### src/hdl/nwop_pkg.sv
`timescale 1ns / 1ps
// ----------------------------------------------------------------------------
// nwop_pkg: shared types and constants of the waveform offset planner
// item layouts, register indexes, field widths and the offset bit swap
// ----------------------------------------------------------------------------
package nwop_pkg;

  localparam int unsigned FractionWidthDef = 32;
  localparam int unsigned MaxTransfersDef  = 64;

  localparam int unsigned PosWidth   = 41;
  localparam int unsigned StepWidth  = 27;
  localparam int unsigned PhaseWidth = 16;
  localparam int unsigned CountWidth = 6;
  localparam int unsigned WordWidth  = 10;
  localparam int unsigned WholeWidth = 9;
  localparam int unsigned CfgIdxWidth = 2;

  // register indexes on the configuration port
  localparam logic [CfgIdxWidth-1:0] CfgPositionStep = 2'd0;
  localparam logic [CfgIdxWidth-1:0] CfgPeriodWrap   = 2'd1;
  localparam logic [CfgIdxWidth-1:0] CfgPhaseStep    = 2'd2;

  // offset rearrangement constants
  localparam logic [WholeWidth-1:0] LowFieldMask  = 9'h01f;
  localparam logic [WholeWidth-1:0] HighFieldMask = 9'h1e0;
  localparam int unsigned           FieldShift    = 5;

  typedef struct packed {
    logic signed [PhaseWidth-1:0] phase_offset;
    logic [CountWidth-1:0]        transfer_count;
  } in_item_t;

  typedef struct packed {
    logic [WordWidth-1:0] word_offset;
    logic                 last_offset;
  } out_item_t;

  // low five advance bits go up, whole-word bits come down
  function automatic logic [WordWidth-1:0] swap_fields(input logic [WholeWidth-1:0] whole);
    logic [WordWidth-1:0] lo_part;
    logic [WordWidth-1:0] hi_part;
    lo_part = WordWidth'(whole & LowFieldMask) << FieldShift;
    hi_part = WordWidth'(whole & HighFieldMask) >> FieldShift;
    return lo_part | hi_part;
  endfunction

endpackage

### src/hdl/nco_waveform_offset_planner.sv
`timescale 1ns / 1ps
// ----------------------------------------------------------------------------
// nco_waveform_offset_planner: phase-modulated waveform offset planner
// per audio sample, emits one buffer word offset for each transfer
// ----------------------------------------------------------------------------
// One sample item carries a signed phase offset and a transfer count. The
// block multiplies the phase offset by phase_step once, then for every
// transfer runs five steps through a single shared 44-bit add/subtract unit:
// add modulation to the position accumulator, wrap down, wrap up and emit
// the offset, advance by position_step, wrap the accumulator. A sample with
// transfers therefore occupies the block until its last accumulator wrap,
// longer if the result side stalls, and in_ready_o is low all that time; a
// count of zero is taken with no results and the block stays ready. Results
// leave through an output register, so one finished offset may wait while
// the next is being worked out. Configuration writes are always taken and
// must only be issued while the block is idle.
module nco_waveform_offset_planner
  import nwop_pkg::*;
#(
  parameter int unsigned FRACTION_WIDTH = FractionWidthDef,
  parameter int unsigned MAX_TRANSFERS  = MaxTransfersDef
) (
  input  logic                   clk_i,
  input  logic                   rst_ni,
  // sample items
  input  logic                   in_valid_i,
  output logic                   in_ready_o,
  input  in_item_t               in_item_i,
  // offset items
  output logic                   out_valid_o,
  input  logic                   out_ready_i,
  output out_item_t              out_item_o,
  // configuration writes
  input  logic                   cfg_valid_i,
  output logic                   cfg_ready_o,
  input  logic [CfgIdxWidth-1:0] cfg_index_i,
  input  logic [PosWidth-1:0]    cfg_data_i
);

  // working width: holds acc + modulation and every field bit position
  localparam int unsigned ProdWidth = StepWidth + 1 + PhaseWidth;
  localparam int unsigned SumWidth  = (FRACTION_WIDTH + WholeWidth > ProdWidth) ?
                                      FRACTION_WIDTH + WholeWidth : ProdWidth;
  localparam int unsigned CntWidth  = $clog2(MAX_TRANSFERS);

  // sequencer states
  localparam logic [2:0] StIdle    = 3'd0;
  localparam logic [2:0] StMul     = 3'd1;
  localparam logic [2:0] StAddMod  = 3'd2;
  localparam logic [2:0] StWrapHi  = 3'd3;
  localparam logic [2:0] StWrapLo  = 3'd4;
  localparam logic [2:0] StAdv     = 3'd5;
  localparam logic [2:0] StAdvWrap = 3'd6;

  logic [2:0]                   state_q, state_d;
  logic [PosWidth-1:0]          pos_step_q;
  logic [PosWidth-1:0]          period_wrap_q;
  logic [StepWidth-1:0]         phase_step_q;
  logic [PosWidth-1:0]          acc_q, acc_d;
  logic [CntWidth-1:0]          cnt_q, cnt_d;
  logic signed [PhaseWidth-1:0] phase_q;
  logic signed [SumWidth-1:0]   mod_q;
  logic signed [SumWidth-1:0]   work_q, work_d;
  logic                         out_valid_q;
  out_item_t                    out_item_q;

  logic                         in_fire;
  logic                         emit;
  logic [CountWidth:0]          count_ext;
  logic [CountWidth:0]          count_sat;
  logic signed [ProdWidth-1:0]  product;

  // shared add/subtract unit
  logic signed [SumWidth-1:0]   op_a;
  logic signed [SumWidth-1:0]   op_b;
  logic                         op_sub;
  logic signed [SumWidth-1:0]   unit_res;
  logic                         res_pos;
  logic signed [SumWidth-1:0]   wrapped;
  logic [WholeWidth-1:0]        whole;

  assign in_ready_o  = (state_q == StIdle);
  assign in_fire     = in_valid_i && in_ready_o;
  assign cfg_ready_o = 1'b1;
  assign out_valid_o = out_valid_q;
  assign out_item_o  = out_item_q;

  // count saturates below the transfer limit
  assign count_ext = {1'b0, in_item_i.transfer_count};
  assign count_sat = (count_ext >= (CountWidth+1)'(MAX_TRANSFERS)) ?
                     (CountWidth+1)'(MAX_TRANSFERS - 1) : count_ext;

  assign product = $signed({1'b0, phase_step_q}) * phase_q;

  // operand selection per step
  always_comb begin
    op_a   = work_q;
    op_b   = SumWidth'($signed({1'b0, period_wrap_q}));
    op_sub = 1'b0;
    unique case (state_q)
      StAddMod: begin
        op_a = SumWidth'($signed({1'b0, acc_q}));
        op_b = mod_q;
      end
      StWrapHi:  op_sub = 1'b1;
      StAdv: begin
        op_a = SumWidth'($signed({1'b0, acc_q}));
        op_b = SumWidth'($signed({1'b0, pos_step_q}));
      end
      StAdvWrap: op_sub = 1'b1;
      default: ;
    endcase
  end

  assign unit_res = op_sub ? (op_a - op_b) : (op_a + op_b);
  // difference strictly above zero means the minuend exceeded the wrap
  assign res_pos  = !unit_res[SumWidth-1] && (unit_res != '0);

  // upward wrap only when the sum is still negative
  assign wrapped = work_q[SumWidth-1] ? unit_res : work_q;
  assign whole   = wrapped[FRACTION_WIDTH +: WholeWidth];
  assign emit    = (state_q == StWrapLo) && (!out_valid_q || out_ready_i);

  // sequencer
  always_comb begin
    state_d = state_q;
    acc_d   = acc_q;
    cnt_d   = cnt_q;
    work_d  = work_q;
    unique case (state_q)
      StIdle: begin
        if (in_fire) begin
          cnt_d   = CntWidth'(count_sat);
          state_d = (count_sat == '0) ? StIdle : StMul;
        end
      end
      StMul:    state_d = StAddMod;
      StAddMod: begin
        work_d  = unit_res;
        state_d = StWrapHi;
      end
      StWrapHi: begin
        if (res_pos) begin
          work_d = unit_res;
        end
        state_d = StWrapLo;
      end
      StWrapLo: begin
        // hold here while the previous offset is still waiting
        if (emit) begin
          state_d = StAdv;
        end
      end
      StAdv: begin
        work_d  = unit_res;
        state_d = StAdvWrap;
      end
      StAdvWrap: begin
        acc_d   = res_pos ? unit_res[PosWidth-1:0] : work_q[PosWidth-1:0];
        cnt_d   = cnt_q - CntWidth'(1);
        state_d = (cnt_q == CntWidth'(1)) ? StIdle : StAddMod;
      end
      default: state_d = StIdle;
    endcase
  end

  always_ff @(posedge clk_i or negedge rst_ni) begin
    if (!rst_ni) begin
      state_q       <= StIdle;
      acc_q         <= '0;
      cnt_q         <= '0;
      pos_step_q    <= '0;
      period_wrap_q <= '1;
      phase_step_q  <= '0;
      out_valid_q   <= 1'b0;
    end else begin
      state_q <= state_d;
      acc_q   <= acc_d;
      cnt_q   <= cnt_d;
      if (cfg_valid_i) begin
        case (cfg_index_i)
          CfgPositionStep: pos_step_q    <= cfg_data_i;
          CfgPeriodWrap:   period_wrap_q <= cfg_data_i;
          CfgPhaseStep:    phase_step_q  <= cfg_data_i[StepWidth-1:0];
          default: ;
        endcase
      end
      if (emit) begin
        out_valid_q <= 1'b1;
      end else if (out_ready_i) begin
        out_valid_q <= 1'b0;
      end
    end
  end

  // payload registers
  always_ff @(posedge clk_i) begin
    work_q <= work_d;
    if (in_fire) begin
      phase_q <= in_item_i.phase_offset;
    end
    if (state_q == StMul) begin
      mod_q <= SumWidth'(product);
    end
    if (emit) begin
      out_item_q.word_offset <= swap_fields(whole);
      out_item_q.last_offset <= (cnt_q == CntWidth'(1));
    end
  end

  // a sample with transfers keeps the block busy on the next cycle
  assert property (@(posedge clk_i) disable iff (!rst_ni)
    in_fire && (count_sat != '0) |=> !in_ready_o)
    else $error("planner took a sample with transfers but stayed ready");

  // an offset is only produced while transfers remain
  assert property (@(posedge clk_i) disable iff (!rst_ni)
    emit |-> (cnt_q != '0))
    else $error("offset emitted with no transfers left");

  // leaving idle only happens through an accepted sample
  assert property (@(posedge clk_i) disable iff (!rst_ni)
    $fell(in_ready_o) |-> $past(in_valid_i))
    else $error("planner went busy without a sample");

  // the final offset of a sample is followed by a return to idle
  assert property (@(posedge clk_i) disable iff (!rst_ni)
    emit && (cnt_q == CntWidth'(1)) |=> ##2 in_ready_o)
    else $error("planner did not return to idle after the last offset");

endmodule

### config.mk
export PLATFORM = sky130hd
export DESIGN_NAME = nco_waveform_offset_planner
export DESIGN_NICKNAME = d
export VERILOG_FILES = /design/src/hdl/nwop_pkg.sv /design/src/hdl/nco_waveform_offset_planner.sv
export SDC_FILE = /design/constraint.sdc
export NUM_CORES = 2
export LEC_CHECK = 0
export BUFFER_PORTS_ARGS = -buffer_cell sky130_fd_sc_hd__buf_2
export CORE_ASPECT_RATIO = 1.5
export CORE_MARGIN = 4
export CORE_UTILIZATION = 59
export CTS_CLUSTER_SIZE = 12
export DETAILED_ROUTE_END_ITERATION = 8
export PLACE_DENSITY = 0.85
export SYNTH_ARGS = -nofsm -noshare
export SYNTH_HDL_FRONTEND = slang
export SYNTH_SLANG_ARGS = --single-unit
### constraint.sdc
create_clock -name clk_i -period 6.3 [get_ports clk_i]
set_input_delay 0.315 -clock clk_i [delete_from_list [all_inputs] [get_ports clk_i]]
set_output_delay 0.315 -clock clk_i [all_outputs]
set_load 0.01 [all_outputs]
After elaboration in Yosys (flattened, before gate mapping)
Index checks and enable logic that the tools add are counted.
W data, S select, Z words.
{ "op_classes": {"shift": 0, "n_addsub": 3, "order_cmp": 1, "bitwise": 1, "eq_ne": 12, "reduce_logical": 21, "multipliers": 1, "div": 0, "n_mux": 18} }
{ "ops": {"columns": ["cell", "count"], "rows": [
  ["$pmux W44 S2", 2],
  ["$mux W44", 3],
  ["$mux W41", 2],
  ["$add A44 B44 Y44", 1],
  ["$mul A28 B16 Y44", 1],
  ["$reduce_bool A44 Y1", 1],
  ["$sub A44 B44 Y44", 1],
  ["$pmux W3 S7", 1],
  ["$mux W6", 2],
  ["$pmux W6 S2", 1],
  ["$reduce_and A2 Y1", 6],
  ["$or A10 B4 Y10", 1],
  ["$eq A3 B3 Y1 const B", 3],
  ["$ge A6 B7 Y1 const B", 1],
  ["$logic_not A7 Y1", 1],
  ["$eq A3 B2 Y1 const B", 2],
  ["$eq A6 B1 Y1 const B", 1],
  ["$mux W3", 2],
  ["$reduce_bool A2 Y1", 3],
  ["$sub A6 B1 Y6 const B", 1],
  ["$mux W1", 4],
  ["$ne A2 B2 Y1 const B", 2],
  ["$reduce_or A2 Y1", 2],
  ["$eq A3 B1 Y1 const B", 1],
  ["other kinds (9)", 12]
]} }
{ "word_totals": {"register_bits": 275, "latch_bits": 0, "ram_bits": 0, "mem_bits_ro": 0, "mem_count": 0} }

Longest topological paths before layout
{ "logic_depth": {"ltp_word": 9, "ltp_mapped": 29, "depth_no_buf": 25} }

Least setup slack after synthesis
Ideal clock, no wire load.
{ "synth_timing": {"path_kind": "reg2reg", "startpoint": "register state_q[0]", "endpoint": "register work_q[0], enable pin", "n_path_buf": 5, "t_arrival_ns": 6.542, "synth_period_minus_slack_ns": 6.990, "path_slack_ns": -0.690, "t_required_ns": 5.852, "stages_incl_launch_ff": 26, "cell_sequence": "dfrtp_1 -> clkbuf_1 -> or3b_1 -> buf_4 -> buf_4 -> o32a_1 -> a22oi_1 -> nand4_2 -> or3_1 -> or3_1 -> o21ai_0 -> xor2_1 -> ha_1 -> clkbuf_1 -> a21oi_1 -> o21ai_1 -> or4_1 -> or3_1 -> nand3_2 -> o2111ai_1 -> nor4bb_1 -> nand4b_1 -> or4_1 -> o41a_1 -> buf_2 -> a211o_1"} }
{ "synth_between": {"elab_chain_cells": 9, "elab_cells_between_ends": 18, "cone_classes": "2 x add/sub; 5 x eq/ne; 4 x mux; 7 x reduce/logical"} }
{ "synth_lines": {"columns": ["element", "line", "rtl"], "rows": [
  ["start: declaration", "nco_waveform_offset_planner.sv:55", "logic [2:0] state_q, state_d;"],
  ["start signal: assignment", "nco_waveform_offset_planner.sv:169", "state_q <= StIdle;"],
  ["start signal: assignment", "nco_waveform_offset_planner.sv:177", "state_q <= state_d;"],
  ["$eq A3 B3 Y1 or $eq A3 B2 Y1 (tied branches)", "nco_waveform_offset_planner.sv:100, nco_waveform_offset_planner.sv:130", null],
  ["$reduce_or A2 Y1 (no line)", null, null],
  ["$mux W44", "nco_waveform_offset_planner.sv:100", "unique case (state_q)"],
  ["$add A44 B44 Y44 or $sub A44 B44 Y44 (tied branches)", "nco_waveform_offset_planner.sv:115", "assign unit_res = op_sub ? (op_a - op_b) : (op_a + op_b);"],
  ["$mux W44", "nco_waveform_offset_planner.sv:115", null],
  ["$reduce_bool A44 Y1 or $logic_not A1 Y1 (tied branches)", "nco_waveform_offset_planner.sv:117", "assign res_pos = !unit_res[SumWidth-1] && (unit_res != '0);"],
  ["$logic_and A1 B1 Y1", "nco_waveform_offset_planner.sv:117", null],
  ["$ne A2 B2 Y1 (no line)", null, null],
  ["$reduce_and A2 Y1 (no line) *", null, null],
  ["end signal: assignment", "nco_waveform_offset_planner.sv:198", "work_q <= work_d;"],
  ["end: declaration", "nco_waveform_offset_planner.sv:63", "logic signed [SumWidth-1:0] work_q, work_d;"]
]} }
Every way passes the cells marked *; elsewhere a longest branch is shown, timed or not.
A chain may end at the register's enable or synchronous reset.

Final worst setup path
{ "layout_timing": {"startpoint": "register phase_q[5]", "endpoint": "register mod_q[37] (data pin)"} }
{ "layout_between": {"elab_chain_cells": 1} }
{ "layout_lines": {"columns": ["element", "line", "rtl"], "rows": [
  ["start: declaration", "nco_waveform_offset_planner.sv:61", "logic signed [PhaseWidth-1:0] phase_q;"],
  ["start signal: assignment", "nco_waveform_offset_planner.sv:200", "phase_q <= in_item_i.phase_offset;"],
  ["$mul A28 B16 Y44", "nco_waveform_offset_planner.sv:93", "assign product = $signed({1'b0, phase_step_q}) * phase_q;"],
  ["named net product[37]", "nco_waveform_offset_planner.sv:71", "logic signed [ProdWidth-1:0] product;"],
  ["end signal: assignment", "nco_waveform_offset_planner.sv:203", "mod_q <= SumWidth'(product);"],
  ["end: declaration", "nco_waveform_offset_planner.sv:62", "logic signed [SumWidth-1:0] mod_q;"]
]} }
The timed path passes the listed nets, and every way through them passes these cells.

==> summary by stage <==
STA
The count of final max-slew check failures was 0. Across all setup checks in the final design, the least slack found is -0.976 ns. At the pin with the least slew margin, the transition time is 1.31 ns. The worst clock skew on the final layout is 0.0400 ns. The final-report hold violation count is 0.

After layout, the minimum clock period comes to 7.28 ns. Setup violations remaining at the end of the flow were counted as 110. Based on the critical path, the design can be clocked at up to 0.137 GHz. In the finished design, the share of the clock period the worst path needs comes to 115%. Setup repair after global routing could not meet its margin everywhere. The tightest hold path in the finished design has a slack of 0.0100 ns. In this run the tightest slew margin relative to its limit is 12.3%. The total negative setup slack is -53.20 ns.

Routing
The number of vias after detailed routing is 28100. The detail route stage leaves a number of antenna-violating nets equal to 0. The mean routed wirelength per cell is 24.4 um.

For this run, design rule violations remaining after detail routing come to 0. The iteration-0 DRC count of the detailed router is 3038. Dividing the detail-routed via count by the number of cells gives 6.43. The wire length reported by the detailed router is 106000 um. The first detailed-routing pass took 6 iterations.

Clock tree
The insertion delay of the later-clocked pin in the worst-skew pair is 0.63 ns. The CTS tree is built. The clock edge transition at the registers on the reported setup and hold paths is 0.08 ns.

Counting along the longest clock path gives a buffer depth of 3. The root buffer cell chosen for the clock tree is sky130_fd_sc_hd__clkbuf_16. Counting the buffers created by CTS gives 31. The clock net sink count is 274.

The depth of the CTS H-tree is 1.

Synth
The total number of yosys warnings is 0. The synthesized design contains 114 enable-type register cells. The proportion of synthesized chip area in sequential cells is 24.5%. The mapped netlist covers 30500 um^2. Dividing the synthesized area by the synthesized cell count gives 9.40 um^2. For this run, asynchronously set or reset flops after synthesis account for 58.4%.

Synthesis produced a netlist whose cell count is 3246. The most used flip-flop cell after synthesis is sky130_fd_sc_hd__dfrtp_1. The count of different cell masters after synthesis is 89.

The synthesized design contains 274 register bits. The synthesized netlist net count is 3855.

Global routing
The maximum number of pins on one net before global-route repair is 71. Global routing consumed, on the met1 layer, 36.7% of the routing resources. Global routing used 33.9% of the available tracks. The routing usage on met2 is 60.4%. The most utilized layer in the global route result is met2. For this run, global-route usage on met3 was measured as 5.93%.

The number of global-route vias before repair is 29200. The initial antenna violation count is 2. The total overflow reported by the global router is 0. The first global-routing pass estimated 152000 um of wire.

Cells and area
Summing all non-filler instances in the final layout gives an area of 37000 um^2. In the layout the commonest cells are sky130_fd_sc_hd__inv_1 (438), sky130_fd_sc_hd__nand2_1 (391), sky130_fd_sc_hd__buf_4 (381). The area added between synthesis and finish is 21.1%. For this run, the post-layout net count is 4274. The post-route netlist has 26.2% of its cells at a drive strength greater than 1. The filler cells instantiated in the layout total 3085.

Leaving out filler cells and counting taps, the final layout contains 4364. The library cell used most frequently in the layout, excluding fill and tap cells, is sky130_fd_sc_hd__inv_1.

Floorplanning
The initial standard-cell utilization of the core is 59.9%. From bottom edge to top edge, the die measures 287 um. The number of placed I/O pins is 84. The die is 194 um wide. The total die area is 55500 um^2.

The number of placement rows is 101. The area inside the core boundary is 50900 um^2.

Worst setup path
The startpoint type of the worst setup path is a flip-flop. Counting cells, the worst reg-to-reg path comes to 25. STA classifies the critical path endpoint as a flip-flop. Along the worst path, the maximum fanout reaches 5.

The signal arrival time at the worst endpoint is 7.64 ns. The kind of critical path is reg -> reg. The data required time of the critical path is 6.67 ns.

Placement
The HPWL after detailed placement is 67000 um. The cell area after placement is 34200 um^2. The number of buffer cells added on primary ports is 81.

The congestion estimate from routability-driven global placement came to 0.956. In this run, placement finished with an instance count of 4208.

Worst hold path
The worst hold path passes through 3 cells. The tightest min-delay check is of the in -> reg type.

Status
The final reports fail on setup timing. The run finished, with violations left.

Run
The max-capacitance violation count is 0.
[sequential cells by signal, summed over array words and instances (netlist names)]
signal         count
acc_q             41
cnt_q              6
mod_q             44
out_item_o        10
out_valid_o        1
period_wrap_q     41
phase_q           16
phase_step_q      27
pos_step_q        41
state_q            3
work_q            44
[through the flow]
step                      setup slack [ns]  util [%]
after CTS                           -0.436      71.1
after global routing                 -1.05      72.5
final                               -0.976      72.6
after floorplan                     -0.139         -
after detailed placement            -0.652      67.2
after global placement              -0.602      67.2
[cells in the mapped netlist, types with 9 or more instances]
cell type	count	area, um^2
sky130_fd_sc_hd__nor3b_1	43	323
sky130_fd_sc_hd__a31oi_1	13	81.3
sky130_fd_sc_hd__nor2_1	170	638
sky130_fd_sc_hd__inv_1	455	1710
sky130_fd_sc_hd__fa_1	349	6990
sky130_fd_sc_hd__a21o_1	32	240
sky130_fd_sc_hd__clkbuf_1	138	518
sky130_fd_sc_hd__o21ai_1	56	280
sky130_fd_sc_hd__ha_1	190	2380
sky130_fd_sc_hd__nand2_1	402	1510
sky130_fd_sc_hd__dfstp_2	41	1080
sky130_fd_sc_hd__a211oi_1	13	97.6
sky130_fd_sc_hd__buf_2	12	60.1
sky130_fd_sc_hd__mux2_2	155	1750
sky130_fd_sc_hd__a22oi_1	9	67.6
sky130_fd_sc_hd__o221ai_1	22	193
sky130_fd_sc_hd__nand3_1	25	125
sky130_fd_sc_hd__o211ai_1	11	82.6
sky130_fd_sc_hd__and3_1	14	87.6
sky130_fd_sc_hd__o21bai_1	13	97.6
sky130_fd_sc_hd__xnor2_1	69	604
sky130_fd_sc_hd__and4_1	10	87.6
sky130_fd_sc_hd__dfrtp_1	119	2980
sky130_fd_sc_hd__and2_1	210	1310
sky130_fd_sc_hd__or2_2	14	87.6
sky130_fd_sc_hd__a2bb2oi_1	30	263
sky130_fd_sc_hd__a21oi_1	113	566
sky130_fd_sc_hd__or3_1	11	68.8
sky130_fd_sc_hd__o21a_1	25	188
sky130_fd_sc_hd__nand4_1	16	100
sky130_fd_sc_hd__nor3_1	30	150
sky130_fd_sc_hd__o21ai_0	93	465
sky130_fd_sc_hd__nand2b_1	29	181
sky130_fd_sc_hd__nor2b_1	11	68.8
sky130_fd_sc_hd__xor2_1	37	324
sky130_fd_sc_hd__edfxtp_1	114	3420
sky130_fd_sc_hd__o32ai_1	13	114
[cells by family after synthesis]
| group | Yosys count | share of synthesized area [%] |
|---|---|---|
| adders and majority gates | 539 | 30.7 |
| xor gates and xnor gates | 106 | 3.04 |
| buffers and inverters | 623 | 7.92 |
| and+or+nand+nor | 1020 | 16.6 |
| DFF | 274 | 24.5 |
| other | 2 | 0.0246 |
| muxes | 161 | 5.92 |
| AOI/OAI and AO/OA | 521 | 11.3 |
[layer usage]
layer / vias up / wire, um
li1: 11500 / -
met1: 13400 / 33800
met2: 2246 / 51000
met3: 886 / 10600
met4: 2 / 11000
met5: - / 7
[cell type report]
class | instances | area, um^2 | area share (%)
clock buffer | 50 | 930 | 2.52
multi-input combinational | 2349 | 21400 | 58.0
timing repair buffer | 552 | 4470 | 12.1
sequential | 274 | 7490 | 20.3
inverter | 457 | 1720 | 4.65
clock inverter | 8 | 65.1 | 0.176
antenna | 5 | 12.5 | 0.0339
tap | 669 | 837 | 2.27
[path summary, 6_finish.rpt]
check                           slack [ns]               to        start
worst max-delay path                 -0.98        mod_q[37]   phase_q[5]
worst min-delay path                  0.01      out_valid_o  out_ready_i
worst max register to register       -0.98        mod_q[37]   phase_q[5]
worst min register to register        0.50        acc_q[37]    acc_q[37]
max in group asynchronous             4.59  phase_step_q[3]       rst_ni
min in group asynchronous             0.23         cnt_q[5]       rst_ni
[worst max-delay path: stages (launching register included)]
cell	delay, ns
sky130_fd_sc_hd__edfxtp_1	0.47
sky130_fd_sc_hd__buf_6	0.18
sky130_fd_sc_hd__and2_1	0.15
sky130_fd_sc_hd__fa_1	0.50
sky130_fd_sc_hd__inv_1	0.07
sky130_fd_sc_hd__fa_2	0.63
sky130_fd_sc_hd__fa_2	0.49
sky130_fd_sc_hd__inv_2	0.15
sky130_fd_sc_hd__fa_2	0.54
sky130_fd_sc_hd__fa_1	0.56
sky130_fd_sc_hd__inv_2	0.05
sky130_fd_sc_hd__fa_1	0.49
sky130_fd_sc_hd__inv_2	0.05
sky130_fd_sc_hd__ha_4	0.23
sky130_fd_sc_hd__buf_4	0.16
sky130_fd_sc_hd__a21o_1	0.20
sky130_fd_sc_hd__a221oi_2	0.67
sky130_fd_sc_hd__buf_4	0.25
sky130_fd_sc_hd__a21bo_4	0.14
sky130_fd_sc_hd__a21oi_4	0.09
sky130_fd_sc_hd__o21ai_2	0.20
sky130_fd_sc_hd__a31oi_2	0.15
sky130_fd_sc_hd__buf_4	0.17
sky130_fd_sc_hd__o21a_1	0.18
sky130_fd_sc_hd__nor2_2	0.13
sky130_fd_sc_hd__xnor2_1	0.09
[timing repair]
action | CTS | global route
endpoints found under the setup margin | 100 | 109
gates resized for setup | 99 | 136
hold endpoints to repair | 83 | 0
setup buffers | 35 | 25
gates cloned | 1 | 8
hold buffers | 36 | 0
pin swaps | 80 | 114
Power is not shown: default switching activity piles up to over one toggle a cycle in this logic, so the estimate is an artifact.
